`config.mk`:
```
export PLATFORM = sky130hd
export DESIGN_NAME = cbfc_clause_eval
export DESIGN_NICKNAME = d
export VERILOG_FILES = /design/src/cbfc_pkg.sv /design/src/cbfc_clause_eval.sv
export SDC_FILE = /design/constraint.sdc
export NUM_CORES = 1
export LEC_CHECK = 0
export BUFFER_PORTS_ARGS = -buffer_cell sky130_fd_sc_hd__buf_2
export CAP_MARGIN = 20
export CORE_UTILIZATION = 33
export DETAILED_ROUTE_END_ITERATION = 16
export PLACE_DENSITY_LB_ADDON = 0.3
export SETUP_SLACK_MARGIN = 0.4
export SLEW_MARGIN = 20
export SYNTH_ARGS = -nofsm -noshare
export SYNTH_HDL_FRONTEND = slang
export SYNTH_SLANG_ARGS = --single-unit
```
`constraint.sdc`:
```
create_clock -name vclk -period 1.38
set_input_delay 0 -clock vclk [all_inputs]
set_output_delay 0 -clock vclk [all_outputs]
set_load 0.01 [all_outputs]
```
`src/cbfc_pkg.sv`:
```
// shared types and constants of the cnf brute-force checker
package cbfc_pkg;

   // variable count the port widths are built for
   localparam int MAX_VARS = 16;
   localparam int VAR_W    = 4;

   typedef logic [1:0] kind_type;
   localparam kind_type KIND_WRITE = 2'd0;
   localparam kind_type KIND_CHECK = 2'd1;
   localparam kind_type KIND_SOLVE = 2'd2;
   localparam kind_type KIND_NONE  = 2'd3;

   typedef logic [0:0] reg_index_type;
   localparam reg_index_type REG_CLAUSES_IN_USE = 1'b0;
   localparam reg_index_type REG_VARS_IN_USE    = 1'b1;

   localparam int CSR_DATA_W = 7;

   typedef struct packed {
      logic [VAR_W-1:0] variable;
      logic             polarity;
      logic             used;
   } lit_type;

   typedef struct packed {
      kind_type              kind;
      logic [5:0]            clause_index;
      logic [1:0]            literal_slot;
      logic [VAR_W-1:0]      literal_variable;
      logic                  literal_polarity;
      logic                  literal_used;
      logic [MAX_VARS-1:0]   assignment;
      logic [MAX_VARS-1:0]   fixed_mask;
   } req_type;

   typedef struct packed {
      logic                  satisfied;
      logic [MAX_VARS:0]     solution_count;
      logic [MAX_VARS-1:0]   frozen_mask;
      logic [MAX_VARS-1:0]   frozen_values;
   } rsp_type;

endpackage

```
`src/cbfc_clause_eval.sv`:
```
// evaluates one clause row against one assignment
module cbfc_clause_eval #(
   parameter int LITS_PER_CLAUSE = 3
) (
   input  cbfc_pkg::lit_type [LITS_PER_CLAUSE-1:0] row_i,
   input  logic [cbfc_pkg::MAX_VARS-1:0]           assignment_i,
   output logic                                    clause_true_o
);

   always_comb begin
      logic hit;
      hit = 1'b0;
      for (int s = 0; s < LITS_PER_CLAUSE; s++) begin
         // a used slot whose variable takes the polarity value
         if (row_i[s].used && (assignment_i[row_i[s].variable] == row_i[s].polarity)) begin
            hit = 1'b1;
         end
      end
      clause_true_o = hit;
   end

endmodule

```
* Word-level counts from Yosys, hierarchy flattened
Index checks and enable logic that the tools add are counted.
Word-level totals: register bits 0, bits of input ports 34
Operators by class: order comparisons 3, reduce and logical (&&, ||, !) cells 3, equal/unequal tests 3, muxes and demuxes 9
Operators with widths (number):
- $lt 4x5->1 const B | 3
- $bmux 1 s4 | 3
- $mux 1 | 6
- $eq 1x1->1 | 3
- $logic_and 1x1->1 | 3

* Depth between registers and ports, before layout
word-level depth 7, depth in mapped cells 5

* Worst setup path before layout
Ideal clock, no wire load.
path type input to output, start point input row_i[17] (netlist name), end point output clause_true_o, slack 38 ps, data arrival time 1342 ps, path buffers 0, stages on the path 5, data required time 1380 ps, cell sequence mux4_1 o22ai_1 o22ai_2 xnor2_1 a2111o_1
Between the ends: longest elaborated chain between the ends 5
RTL lines:
- from (decl) | line cbfc_clause_eval.sv:5 | input cbfc_pkg::lit_type [LITS_PER_CLAUSE-1:0] row_i,
- $bmux 1 s4 | line cbfc_clause_eval.sv:15 | if (row_i[s].used && (assignment_i[row_i[s].variable] == row_i[s].polarity)) begin
- $mux 1 (not written as such) | line cbfc_clause_eval.sv:15
- $eq 1x1->1 | line cbfc_clause_eval.sv:15
- $logic_and 1x1->1 | line cbfc_clause_eval.sv:15
- $mux 1 | line cbfc_clause_eval.sv:15
- to (decl) | line cbfc_clause_eval.sv:7 | output logic clause_true_o
No other way between the ends. The select of a mux whose other input is x is not followed.

* Final worst setup path
start point input assignment_i[3] (netlist name), end point output clause_true_o
Between the ends: longest elaborated chain between the ends 7, elaborated cells between the ends (all ways) 15, those cells by class eq/ne (3); mux (9); reduce/logical (3)
RTL lines:
- from (decl) | line cbfc_clause_eval.sv:6 | input logic [cbfc_pkg::MAX_VARS-1:0] assignment_i,
- $bmux 1 s4 | line cbfc_clause_eval.sv:15
- $mux 1 (not written as such) | line cbfc_clause_eval.sv:15
- $eq 1x1->1 | line cbfc_clause_eval.sv:15
- $logic_and 1x1->1 | line cbfc_clause_eval.sv:15
- $mux 1 (2 in series) | line cbfc_clause_eval.sv:15
- $mux 1 * | line cbfc_clause_eval.sv:15
Every way passes the cells marked *; elsewhere a longest branch is shown, timed or not. The select of a mux whose other input is x is not followed.

==> run summary <==
Floorplanning
- total core area: 1190 sq um
- standard-cell row count: 12
- Die Footprint: 1520 sq um
- IO Pins: 35
- vertical extent of the die: 39.0 um
- horizontal extent of the die: 39.0 um
- effective utilization at floorplan: 0.382

GRT
- vias in the first global route: 466
- first-pass GRT wire length: 1910 um
- total routing resource utilization after global routing: 0.176
- largest net degree at the start of global routing: 6
- residual overflow from global routing: 0
- number of antenna violations at the first check in global routing: 0

Status
- failing checks: setup timing
- status: finished with violations

Drt
- total number of vias: 515
- number of DRC markers after the initial detailed-route iteration: 10
- number of antenna-violating nets in the routed design: 0
- number of detailed-route iterations in the first pass: 4
- Vias/cell: 5.72
- routed length per placed instance: 14.0 um
- DRC violation count after routing: 0
- sum of routed wire length over all layers: 1260 um

Timing
- final hold violations: 0
- transition time at the pin with the least slew margin: 162 ps
- ratio of final minimum period to clock period: 1.09
- Max-Slew Margin vs Limit: 0.889
- timing-limited maximum frequency: 664 MHz
- final setup slack of the worst path: -127 ps
- Pins Over Slew Limit: 0
- setup TNS: -127 ps
- setup repair after global routing missed its margin: true
- final setup violation count: 1
- worst slack on hold paths: 303 ps
- final worst path period need: 1510 ps

Placement
- I/O Buffers: 35
- weighted congestion reported at the end of routability-driven placement: 0.795
- Post-Place Cell Area: 693 sq um
- Placement Setup Slack: -182 ps
- number of placed instances with taps included: 90

Cells and area
- sequential cell area: 0 sq um
- antenna diode count: 0
- final core occ: 0.638
- final sequential cell count: 0
- Finished Layout Cells: 90
- clock buffer count in the final layout: 0
- final non-filler cell area: 757 sq um
- layout cell share with drive strength beyond 1: 0.776
- Syn-to-layout area delta: 67.1%
- Final nets: 112

Min path
- HP Class: in2out
- worst min-delay path startpoint: row_i[12]
- Hold EP: clause_true_o
- Hold Path Stages: 3

Setup path
- Worst path top cell family by delay: multiplexers
- CP max-delay cell: sky130_fd_sc_hd__mux4_2
- required time at the endpoint of the critical path: 1380 ps
- critical setup path kind: in2out
- Setup crit end kind: output pin
- most frequent cell on the critical path: sky130_fd_sc_hd__buf_2
- Crit Path Max Fanout: 3
- cell breakdown of the critical path: buf_2 -> mux4_2 -> mux2i_1 -> xnor2_1 -> o22ai_1 -> a2111o_1 -> buf_2
- longest individual stage delay on the worst path: 460 ps
- CP startpoint kind: input port
- data arrival time of the critical path: 1510 ps
- CP Buf/Inv Count: 2

Synth
- average footprint of a synthesized cell: 13.3 sq um
- synthesized net count: 68
- most frequently used cell type in the post-synthesis netlist: sky130_fd_sc_hd__mux4_2
- post-synth top area share: 0.398
- Synthesis Warnings: 0
- top cells by count, synth: sky130_fd_sc_hd__mux4_2, sky130_fd_sc_hd__mux2i_1, sky130_fd_sc_hd__xnor2_1
- Cell Area, Synth: 453 sq um
- cells after synthesis: 34
- top area cells in the synthesized netlist: sky130_fd_sc_hd__mux4_2, sky130_fd_sc_hd__mux4_1, sky130_fd_sc_hd__mux2i_1, sky130_fd_sc_hd__xnor2_1, sky130_fd_sc_hd__mux2_2
- number of distinct standard cells referenced by the synthesized netlist: 15
- most area-hungry cell type in the Yosys netlist: sky130_fd_sc_hd__mux4_2
- sequential share of the synthesized area: 0

Clocking
- Post-CTS Setup Bufs: 0

Power
- Leak Pwr: 0.342 nW
- Pwr per Cell Area: 341 nW/um^2
- IR drop worst, VDD: 159 uV
- total power: 0.258 mW

Job
- max-capacitance violation count: 0

==> worst max path at each step <==
stage | from | endpoint | slack (ps) | cells past startpoint
2_1_floorplan | row_i[17] | clause_true_o | 120 | 5
5_1_grt | row_i[17] | clause_true_o | -190 | 8
3_5_place_dp | row_i[5] | clause_true_o | -180 | 7
6_report | assignment_i[3] | clause_true_o | -130 | 7
4_1_cts | row_i[9] | clause_true_o | -120 | 7
3_3_place_gp | row_i[5] | clause_true_o | -170 | 7
==> cells in the final DEF, fill, tap and decap left out, drive strengths merged, types with 2 or more instances in the layout <==
cell / instances
buf: 42
mux4: 11
mux2i: 5
xnor2: 4
o22ai: 3
nand2: 2
mux2: 2
==> report_power, final <==
group	internal, mW	leakage [nW]	total (mW)	switching, mW
combinational	0.166	0.342	0.258	0.0921
clock	0	0	0	0
sequential	0	0	0	0
==> layer usage <==
| metal | GRT usage | wire (um) | part of all wire |
|---|---|---|---|
| met1 | 0.215 | 526 | 0.42 |
| met2 | 0.346 | 654 | 0.52 |
| met3 | 0.00578 | 79 | 0.063 |
| met4 | 0.0172 | 0 | 0 |
| met5 | 0 | 0 | 0 |
==> repair_timing <==
action | CTS | global route
setup endpoints to repair | 1 | 1
hold buffers | 0 | 0
pin swaps | 8 | 6
gates resized for setup | 11 | 5
endpoints found under the hold margin | 0 | 0
cloned | 0 | 0
==> final cells by class <==
cell class,count,area (sq um)
tap,14,17.5
timing repair buffer,42,288
multi-input combinational,34,452
fill,90,429
==> logic make-up (layout without fill, tap and decap cells) <==
family / count (synthesis) / after routing / synth area share
XOR/XNOR: 5 / 5 / 0.0967
AO/OA/AOI/OAI: 5 / 5 / 0.0911
buffers and inverters: 0 / 42 / 0
multiplexers: 18 / 18 / 0.732
AND/OR/NAND/NOR: 6 / 6 / 0.0801
Note: power is estimated with default switching activity, not from simulation.
